<file path="src/rtl/srl_pkg.sv">
// Shared types, character codes and helpers for the S-record stream loader.
// No dependencies; used by srl_parser and srecord_stream_loader.
package srl_pkg;

   typedef enum logic [2:0] {
      PH_WAIT = 3'd0,
      PH_SKIP = 3'd1,
      PH_TYPE = 3'd2,
      PH_BODY = 3'd3,
      PH_TAIL = 3'd4
   } srl_phase_type;

   typedef enum logic [1:0] {
      KIND_WRITE  = 2'd0,
      KIND_RECORD = 2'd1,
      KIND_FILE   = 2'd2
   } srl_kind_type;

   localparam logic [7:0]  CHAR_LF      = 8'h0A;
   localparam logic [7:0]  CHAR_CR      = 8'h0D;
   localparam logic [7:0]  CHAR_S       = 8'h53;
   localparam logic [7:0]  CHAR_ZERO    = 8'h30;
   localparam logic [7:0]  CHAR_NINE    = 8'h39;
   localparam logic [3:0]  TYPE_UNKNOWN = 4'hF;
   localparam logic [23:0] TALLY_MAX    = 24'hFF_FFFF;
   localparam logic [7:0]  HEADER_MIN   = 8'd27;

   // error flag bit positions
   localparam int ERR_CHECKSUM  = 0;
   localparam int ERR_HDR_ADDR  = 1;
   localparam int ERR_HDR_SHORT = 2;
   localparam int ERR_LENGTH    = 3;
   localparam int ERR_COUNT     = 4;
   localparam int ERR_DUP_END   = 5;
   localparam int ERR_NO_END    = 6;

   typedef struct packed {
      srl_kind_type kind;
      logic [31:0]  address;
      logic [7:0]   data;
      logic [3:0]   record_type;
      logic [6:0]   error_flags;
      logic         any_fail;
      logic         is_last;
   } srl_result_type;

   // width of the address or count field for a record type
   function automatic logic [2:0] srl_field_len(input logic [3:0] t);
      logic [2:0] len;
      case (t) inside
         4'd0, 4'd1, 4'd5, 4'd9: len = 3'd2;
         4'd2, 4'd6, 4'd8:       len = 3'd3;
         4'd3, 4'd7:             len = 3'd4;
         default:                len = 3'd0;
      endcase
      return len;
   endfunction

   // digits give their low nibble, anything else its low nibble plus 9;
   // the fifth bit carries into the high nibble of a pair
   function automatic logic [4:0] srl_nibble(input logic [7:0] c);
      logic [4:0] v;
      if (c >= CHAR_ZERO && c <= CHAR_NINE) begin
         v = {1'b0, c[3:0]};
      end else begin
         v = {1'b0, c[3:0]} + 5'd9;
      end
      return v;
   endfunction

endpackage

</file>
<file path="src/rtl/srl_parser.sv">
// Record parser: holds the line state and turns one character into up to
// two result items. Depends on srl_pkg.
module srl_parser import srl_pkg::*; (
   input  logic           clock,
   input  logic           reset,
   input  logic           step,
   input  logic [7:0]     ch,
   input  logic           end_of_input,
   output logic [1:0]     res_count,
   output srl_result_type res0,
   output srl_result_type res1
);

   srl_phase_type parse_phase_ff, parse_phase_in;
   logic [3:0]  type_digit_ff, type_digit_in;
   logic [3:0]  high_nibble_ff, high_nibble_in;
   logic        nibble_parity_ff, nibble_parity_in;
   logic [7:0]  byte_index_ff, byte_index_in;
   logic [7:0]  byte_count_ff, byte_count_in;
   logic [7:0]  running_sum_ff, running_sum_in;
   logic [31:0] field_acc_ff, field_acc_in;
   logic [31:0] write_ptr_ff, write_ptr_in;
   logic [23:0] tally_ff, tally_in;
   logic [7:0]  rx_checksum_ff, rx_checksum_in;
   logic        term_seen_ff, term_seen_in;
   logic        fail_ff, fail_in;

   logic [2:0]  field_len;
   logic [7:0]  field_len8;
   logic [4:0]  nib;
   logic [7:0]  cur_byte;
   logic        eol;
   logic        line_open;
   logic        have_ck;
   logic [5:0]  fin_err;
   logic        fin_is_data;
   logic        fin_is_term;
   logic [31:0] fin_run;
   logic [23:0] fin_tally;
   logic        fin_term;
   logic        fin_fail;
   srl_result_type fin_res;

   assign field_len  = srl_field_len(type_digit_ff);
   assign field_len8 = {5'd0, field_len};
   assign nib        = srl_nibble(ch);
   assign cur_byte   = {high_nibble_ff, 4'd0} + {3'd0, nib};
   assign eol        = (ch == CHAR_LF) || (ch == CHAR_CR);
   assign line_open  = (parse_phase_ff == PH_TYPE) || (parse_phase_ff == PH_BODY) ||
                       (parse_phase_ff == PH_TAIL);
   assign have_ck    = (parse_phase_ff == PH_TAIL) ||
                       (parse_phase_ff == PH_BODY && byte_index_ff > byte_count_ff);

   // line-end checks
   always_comb begin
      fin_err     = '0;
      fin_is_data = 1'b0;
      fin_is_term = 1'b0;
      fin_err[ERR_CHECKSUM] = !have_ck || (rx_checksum_ff != ~running_sum_ff);
      case (type_digit_ff) inside
         4'd0: begin
            fin_err[ERR_HDR_ADDR]  = (field_acc_ff != 32'd0);
            fin_err[ERR_HDR_SHORT] = (byte_count_ff < HEADER_MIN);
         end
         4'd1, 4'd2, 4'd3: begin
            fin_is_data = 1'b1;
            fin_err[ERR_LENGTH] = (byte_count_ff < field_len8 + 8'd1);
         end
         4'd5, 4'd6: begin
            if (byte_count_ff != field_len8 + 8'd1) begin
               fin_err[ERR_LENGTH] = 1'b1;
            end else begin
               fin_err[ERR_COUNT] = (field_acc_ff != {8'd0, tally_ff});
            end
         end
         4'd7, 4'd8, 4'd9: begin
            fin_is_term = 1'b1;
            fin_err[ERR_LENGTH]  = (byte_count_ff != field_len8 + 8'd1);
            fin_err[ERR_DUP_END] = term_seen_ff;
         end
         default: begin
         end
      endcase
   end

   assign fin_run   = fin_is_term ? field_acc_ff : 32'd0;
   assign fin_tally = (fin_is_data && tally_ff != TALLY_MAX) ? tally_ff + 24'd1 : tally_ff;
   assign fin_term  = term_seen_ff | fin_is_term;
   assign fin_fail  = fail_ff | (fin_err != 6'd0);

   always_comb begin
      fin_res             = '0;
      fin_res.kind        = KIND_RECORD;
      fin_res.address     = fin_run;
      fin_res.record_type = type_digit_ff;
      fin_res.error_flags = {1'b0, fin_err};
      fin_res.any_fail    = fin_fail;
      fin_res.is_last     = 1'b1;
   end

   always_comb begin
      parse_phase_in   = parse_phase_ff;
      type_digit_in    = type_digit_ff;
      high_nibble_in   = high_nibble_ff;
      nibble_parity_in = nibble_parity_ff;
      byte_index_in    = byte_index_ff;
      byte_count_in    = byte_count_ff;
      running_sum_in   = running_sum_ff;
      field_acc_in     = field_acc_ff;
      write_ptr_in     = write_ptr_ff;
      tally_in         = tally_ff;
      rx_checksum_in   = rx_checksum_ff;
      term_seen_in     = term_seen_ff;
      fail_in          = fail_ff;
      res_count        = 2'd0;
      res0             = '0;
      res1             = '0;

      if (step) begin
         if (end_of_input) begin
            res1             = '0;
            res1.kind        = KIND_FILE;
            res1.record_type = type_digit_ff;
            res1.is_last     = 1'b1;
            if (line_open) begin
               // close the open line first, then report the file
               res0                      = fin_res;
               res0.is_last              = 1'b0;
               res1.error_flags[ERR_NO_END] = !fin_term;
               res1.any_fail             = fin_fail | !fin_term;
               res_count                 = 2'd2;
            end else begin
               res1.error_flags[ERR_NO_END] = !term_seen_ff;
               res1.any_fail             = fail_ff | !term_seen_ff;
               res0                      = res1;
               res_count                 = 2'd1;
            end
            fail_in        = res1.any_fail;
            term_seen_in   = 1'b0;
            tally_in       = '0;
            parse_phase_in = PH_WAIT;
         end else if (parse_phase_ff == PH_WAIT || parse_phase_ff == PH_SKIP) begin
            if (eol) begin
               parse_phase_in = PH_WAIT;
            end else if (parse_phase_ff == PH_WAIT && ch == CHAR_S) begin
               parse_phase_in   = PH_TYPE;
               type_digit_in    = TYPE_UNKNOWN;
               high_nibble_in   = '0;
               nibble_parity_in = 1'b0;
               byte_index_in    = '0;
               byte_count_in    = '0;
               running_sum_in   = '0;
               field_acc_in     = '0;
               write_ptr_in     = '0;
               rx_checksum_in   = '0;
            end else begin
               parse_phase_in = PH_SKIP;
            end
         end else if (eol) begin
            res0           = fin_res;
            res_count      = 2'd1;
            tally_in       = fin_tally;
            term_seen_in   = fin_term;
            fail_in        = fin_fail;
            parse_phase_in = PH_WAIT;
         end else if (parse_phase_ff == PH_TYPE) begin
            type_digit_in  = (ch >= CHAR_ZERO && ch <= CHAR_NINE) ? ch[3:0] : TYPE_UNKNOWN;
            parse_phase_in = PH_BODY;
         end else if (parse_phase_ff == PH_BODY) begin
            if (!nibble_parity_ff) begin
               high_nibble_in   = nib[3:0];
               nibble_parity_in = 1'b1;
            end else begin
               nibble_parity_in = 1'b0;
               if (byte_index_ff == 8'd0) begin
                  byte_count_in = cur_byte;
               end
               if (byte_index_ff < byte_count_in) begin
                  running_sum_in = running_sum_ff + cur_byte;
               end
               if (byte_index_ff == byte_count_in) begin
                  rx_checksum_in = cur_byte;
               end
               if (byte_index_ff >= 8'd1 && byte_index_ff <= field_len8) begin
                  field_acc_in = {field_acc_ff[23:0], cur_byte};
                  if (byte_index_ff == field_len8) begin
                     write_ptr_in = field_acc_in;
                  end
               end
               if (type_digit_ff >= 4'd1 && type_digit_ff <= 4'd3 &&
                   byte_index_ff > field_len8 && byte_index_ff < byte_count_in) begin
                  res0.kind        = KIND_WRITE;
                  res0.address     = write_ptr_ff;
                  res0.data        = cur_byte;
                  res0.record_type = type_digit_ff;
                  res0.any_fail    = fail_ff;
                  res0.is_last     = 1'b1;
                  res_count        = 2'd1;
                  write_ptr_in     = write_ptr_ff + 32'd1;
               end
               // checksum and field both in: ignore the rest of the line
               if (byte_index_ff >= byte_count_in && byte_index_ff >= field_len8) begin
                  parse_phase_in = PH_TAIL;
               end else begin
                  byte_index_in = byte_index_ff + 8'd1;
               end
            end
         end
      end
   end

   always_ff @(posedge clock) begin
      if (reset) begin
         parse_phase_ff   <= PH_WAIT;
         type_digit_ff    <= '0;
         high_nibble_ff   <= '0;
         nibble_parity_ff <= 1'b0;
         byte_index_ff    <= '0;
         byte_count_ff    <= '0;
         running_sum_ff   <= '0;
         field_acc_ff     <= '0;
         write_ptr_ff     <= '0;
         tally_ff         <= '0;
         rx_checksum_ff   <= '0;
         term_seen_ff     <= 1'b0;
         fail_ff          <= 1'b0;
      end else begin
         parse_phase_ff   <= parse_phase_in;
         type_digit_ff    <= type_digit_in;
         high_nibble_ff   <= high_nibble_in;
         nibble_parity_ff <= nibble_parity_in;
         byte_index_ff    <= byte_index_in;
         byte_count_ff    <= byte_count_in;
         running_sum_ff   <= running_sum_in;
         field_acc_ff     <= field_acc_in;
         write_ptr_ff     <= write_ptr_in;
         tally_ff         <= tally_in;
         rx_checksum_ff   <= rx_checksum_in;
         term_seen_ff     <= term_seen_in;
         fail_ff          <= fail_in;
      end
   end

endmodule

</file>
<file path="src/rtl/srecord_stream_loader.sv">
// Top level of the S-record stream loader: input register, parser and a
// four-entry result queue. Depends on srl_pkg and srl_parser.
//
//   channel  direction  handshake              payload
//   req      in         req_valid / req_ready  req_ch, req_end_of_input
//   rsp      out        rsp_valid / rsp_ready  kind, address, data, record_type,
//                                              error_flags, any_fail, is_last
//
// One character is taken per cycle while the queue has room; results are queued.
// End of input on an open line gives two items, and the queue drains at most one
// item per cycle, so the input waits while it holds fewer than two free slots.
// Synchronous reset clears the parser state and empties the input register and queue.
// A stalled rsp side holds results in the queue; req flows until under two slots are free.
module srecord_stream_loader import srl_pkg::*; (
   input  logic        clock,
   input  logic        reset,
   input  logic        req_valid,
   output logic        req_ready,
   input  logic [7:0]  req_ch,
   input  logic        req_end_of_input,
   output logic        rsp_valid,
   input  logic        rsp_ready,
   output logic [1:0]  rsp_kind,
   output logic [31:0] rsp_address,
   output logic [7:0]  rsp_data,
   output logic [3:0]  rsp_record_type,
   output logic [6:0]  rsp_error_flags,
   output logic        rsp_any_fail,
   output logic        rsp_is_last
);

   logic        in_valid_ff, in_valid_in;
   logic [7:0]  in_ch_ff;
   logic        in_eoi_ff;
   logic [1:0]  wr_ptr_ff, wr_ptr_in;
   logic [1:0]  rd_ptr_ff, rd_ptr_in;
   logic [2:0]  count_ff, count_in;
   srl_result_type queue_ff [4];

   logic           proceed;
   logic           pop;
   logic [1:0]     res_count;
   srl_result_type res0;
   srl_result_type res1;
   srl_result_type head;

   // advance only with room for the largest burst of results
   assign proceed   = in_valid_ff && (count_ff <= 3'd2);
   assign req_ready = !in_valid_ff || proceed;
   assign pop       = rsp_valid && rsp_ready;

   srl_parser u_parser (
      .clock        (clock),
      .reset        (reset),
      .step         (proceed),
      .ch           (in_ch_ff),
      .end_of_input (in_eoi_ff),
      .res_count    (res_count),
      .res0         (res0),
      .res1         (res1)
   );

   always_comb begin
      in_valid_in = in_valid_ff;
      if (req_valid && req_ready) begin
         in_valid_in = 1'b1;
      end else if (proceed) begin
         in_valid_in = 1'b0;
      end
      wr_ptr_in = wr_ptr_ff + res_count;
      rd_ptr_in = rd_ptr_ff + {1'b0, pop};
      count_in  = count_ff + {1'b0, res_count} - {2'b0, pop};
   end

   always_ff @(posedge clock) begin
      if (reset) begin
         in_valid_ff <= 1'b0;
         wr_ptr_ff   <= '0;
         rd_ptr_ff   <= '0;
         count_ff    <= '0;
      end else begin
         in_valid_ff <= in_valid_in;
         wr_ptr_ff   <= wr_ptr_in;
         rd_ptr_ff   <= rd_ptr_in;
         count_ff    <= count_in;
      end
   end

   always_ff @(posedge clock) begin
      if (req_valid && req_ready) begin
         in_ch_ff  <= req_ch;
         in_eoi_ff <= req_end_of_input;
      end
      if (res_count != 2'd0) begin
         queue_ff[wr_ptr_ff] <= res0;
      end
      if (res_count == 2'd2) begin
         queue_ff[wr_ptr_ff + 2'd1] <= res1;
      end
   end

   assign head            = queue_ff[rd_ptr_ff];
   assign rsp_valid       = (count_ff != 3'd0);
   assign rsp_kind        = head.kind;
   assign rsp_address     = head.address;
   assign rsp_data        = head.data;
   assign rsp_record_type = head.record_type;
   assign rsp_error_flags = head.error_flags;
   assign rsp_any_fail    = head.any_fail;
   assign rsp_is_last     = head.is_last;

endmodule
</file>
<file path="config.mk">
export PLATFORM = sky130hd
export DESIGN_NAME = srecord_stream_loader
export DESIGN_NICKNAME = d
export VERILOG_FILES = /design/src/rtl/srl_pkg.sv /design/src/rtl/srl_parser.sv /design/src/rtl/srecord_stream_loader.sv
export SDC_FILE = /design/constraint.sdc
export NUM_CORES = 1
export LEC_CHECK = 0
export ABC_AREA = 1
export ABC_CLOCK_PERIOD_IN_PS = 4500
export BUFFER_PORTS_ARGS = -buffer_cell sky130_fd_sc_hd__buf_2
export CELL_PAD_IN_SITES_DETAIL_PLACEMENT = 1
export CELL_PAD_IN_SITES_GLOBAL_PLACEMENT = 2
export CORE_ASPECT_RATIO = 2
export CORE_UTILIZATION = 30
export DETAILED_ROUTE_END_ITERATION = 16
export PLACE_DENSITY_LB_ADDON = 0.3
export REMOVE_ABC_BUFFERS = 1
export SYNTH_ARGS = -nofsm -noshare
export SYNTH_HDL_FRONTEND = slang
export SYNTH_SLANG_ARGS = --single-unit
</file>
<file path="constraint.sdc">
create_clock -name clock -period 4.5 [get_ports clock]
set_clock_uncertainty 0.2 [all_clocks]
set_input_delay 0.225 -clock clock [delete_from_list [all_inputs] [get_ports clock]]
set_output_delay 0.225 -clock clock [all_outputs]
set_load 0.03 [all_outputs]
</file>
==> impl_metrics.ini <==
[synthesis]
syn_inst = 3020
postSynth.asyncResetShare_pct = 0
synth_enable_flop_cells = 41
yosys_warnings = 0
post_synth_num_cell_types = 52
post_synth.cell_area_avg_um2 = 6.70
synth_cell_area_mm2 = 0.0202
synth_top_flop_cell = dfxtp_1
ys_ff_latch = 371
post-synth-top-area-fraction_pct = 32.7
most_area_consuming_cells_after_synthesis = dfxtp_1, nor2_1, nand2_1, o21ai_0, edfxtp_1
synth.largest_area_cell = dfxtp_1
synth_seq_area_share_pct = 38.8

[finish]
multi_input_combinational_cell_area_mm2 = 0.0106
mostFrequentLayoutCell = nor2_1
syn2layout_area_growth_pct = 14.2
fraction_of_final_layout_cells_with_drive_strength_greater_than_1_pct = 9.67
fin_nets = 3122
most-common-layout-cells = nor2_1, nand2_1, dfxtp_1
post_layout_nonfiller_instances = 3977
finish.utilization_pct = 34.6
final-seq-area_mm2 = 0.00784
antenna-diode-count = 0
filler_cell_count = 8548

[detailed_routing]
drt-vias-per-instance = 5.12
drt_first_pass_iters = 7
overall_routed_net_length_um = 81900
final_antenna_net_count = 0
route.detailed.drc = 0
route.vias.total = 20400
dr.first_iter.drc_count = 846
dr_wl_cell_um = 20.6

[cts]
clock_insertion_delay_worst_skew_ns = 0.57
clock_tree_from_tritoncts = built
htree_levels = 2
cts_root_buffer = clkbuf_16
num_cts_buffers = 39
clock_sinks = 371
clock_transition_at_the_registers_of_the_reported_paths_ns = 0.06
clk_path_buf_depth = 3

[sta]
timing.final.max_slew_violations = 0
worstMarginPinSlew_ns = 1.07
period_needed_ns = 4.19
final_hold_viol_count = 0
max_clock_freq_ghz = 0.238
setup_viol_count_final = 0
layout_worst_path_cycle_share_pct = 93.2
worst_relative_slew_slack_pct = 28.8

[global_route]
grt_start_max_net_pins = 78
via_count_of_the_first_global_routing_pass = 21400
number_of_antenna_violations_at_the_first_check_in_global_routing = 0
overflow = 0
grt_pass1_wl_um = 125000
track_usage_pct = 24.0

[setup_path]
critPathMaxStageDelay_ns = 0.42
worstSetupEndpointType = flip-flop
critical_path.n_buffers_inverters = 3
critical_path.top_delay_family = simple AND/OR/NAND/NOR gates
critPathMaxFanout = 5
arrival_ns = 4.45
timing_worst_setup_path_type = flip-flop to flip-flop
slowest_stage = edfxtp_1
critical-path-top-cell-by-count = nand2_1
worst_ep_required_time_ns = 4.75
setup.worst_path.start_class = flip-flop

[power]
p_leak_nw = 10.1
worst_ir_drop_vdd_uv = 313
power_density_mw_per_mm2 = 503

[placement]
place_congestion = 0.905
place.detailed.hpwl_um = 59900
dp.cells = 3893
portBuffers = 69

[floorplanning]
floorplan.rows = 134
core_outline_area_mm2 = 0.0667
full_die_area_mm2 = 0.0685
die_x_um = 186
design.portCount = 70
floorplan.die.height_um = 369
initial_core_util_pct = 30.3

[worst_hold_path]
hold_path_class = primary input to flip-flop

[flow_run]
max_cap_violations = 0

[outcome]
outcome = finished, final reports clean
[path summary, 6_finish.rpt]
check                                end  slack, ns                   startpoint  depth (start not counted)
max               count_ff[2]$_SDFF_PP0_       0.31        in_ch_ff[1]$_DFFE_PP_                         28
min              rd_ptr_ff[0]$_SDFF_PP0_       0.14                    rsp_ready                          5
max reg2reg       count_ff[2]$_SDFF_PP0_       0.31        in_ch_ff[1]$_DFFE_PP_                         28
min reg2reg  queue_ff[2][7]$_SDFFE_PP0P_       0.27  queue_ff[2][7]$_SDFFE_PP0P_                          2
[kinds of logic after synthesis]
family | count (synthesis) | synth area share, %
buf+inv | 434 | 9.09
flops | 371 | 38.8
fa+ha+maj | 46 | 2.92
simple gates | 1443 | 29.2
compound gates | 677 | 17.9
other cells | 1 | 0.0185
xor+xnor | 48 | 2.08
[layer usage]
metal / track usage (%) / wire length (um)
met3: 1.74 / 1810
met4: 11.2 / 3790
met2: 47.2 / 44600
met1: 25.1 / 31700
met5: 0 / 0
[report_power, final]
group | total [W] | leakage (nW) | switching (W) | internal [W]
sequential | 0.00428 | 3.09 | 0.000338 | 0.00394
clock | 0.00337 | 0.648 | 0.00147 | 0.00190
combinational | 0.00398 | 6.38 | 0.00279 | 0.00119
total | 0.0116 | 10.1 | 0.00460 | 0.00703
[metrics by stage]
stage	total power [W]	hold slack, ns	setup TNS [ns]	setup slack, ns	area [um2]
after floorplan	0.00693	0.0941	-41.82	-1.37	19400
after global placement	0.00822	0.207	0	0.140	21600
after detailed placement	0.00835	0.206	0	0.0686	21600
after CTS	0.0117	0.120	0	0.0344	23000
after global routing	0.0123	0.154	-0.00959	-0.00959	23100
final	0.0116	0.136	0	0.305	23100
[flip-flops by register name (all words and copies together) (netlist names), 8 cells and up]
| signal | flops |
|---|---|
| in_ch_ff | 8 |
| queue_ff | 220 |
| u_parser.byte_count_ff | 8 |
| u_parser.byte_index_ff | 8 |
| u_parser.field_acc_ff | 32 |
| u_parser.running_sum_ff | 8 |
| u_parser.rx_checksum_ff | 8 |
| u_parser.tally_ff | 24 |
| u_parser.write_ptr_ff | 32 |
[synthesized netlist by cell type, drive strengths merged, types with 6 or more instances]
cell type,n
nor2,643
nand2,599
o21ai,332
dfxtp,330
inv,272
a21oi,224
nand3,111
clkbuf,85
buf,77
o22ai,54
ha,44
edfxtp,41
xor2,41
nor3,40
nand4,34
a211oi,19
a31oi,14
o211ai,10
xnor2,7
a21boi,6
or2,6
[layout make-up]
type                            count  share of cell area (%)
Clock buffer                       64                    5.39
Tap cell                          884                    4.79
Multi-Input combinational cell   2215                    45.9
Inverter                          272                    4.45
Clock inverter                      7                   0.249
Timing Repair Buffer              164                    5.31
Sequential cell                   371                    34.0
[worst min-delay path, stage by stage]
cell      delay (ns)
buf_2           0.09
a21boi_0        0.18
ha_1            0.30
inv_1           0.05
nor2_1          0.03
[what timing repair did]
| item | 4_1_cts | 5_1_grt |
|---|---|---|
| setup buffers | 0 | 2 |
| gates resized for setup | 0 | 18 |
| setup endpoints to repair | 0 | 226 |
| endpoints found under the hold margin | 11 | 0 |
| hold buffers | 11 | 0 |
Note: power is estimated with default switching activity, not from simulation.
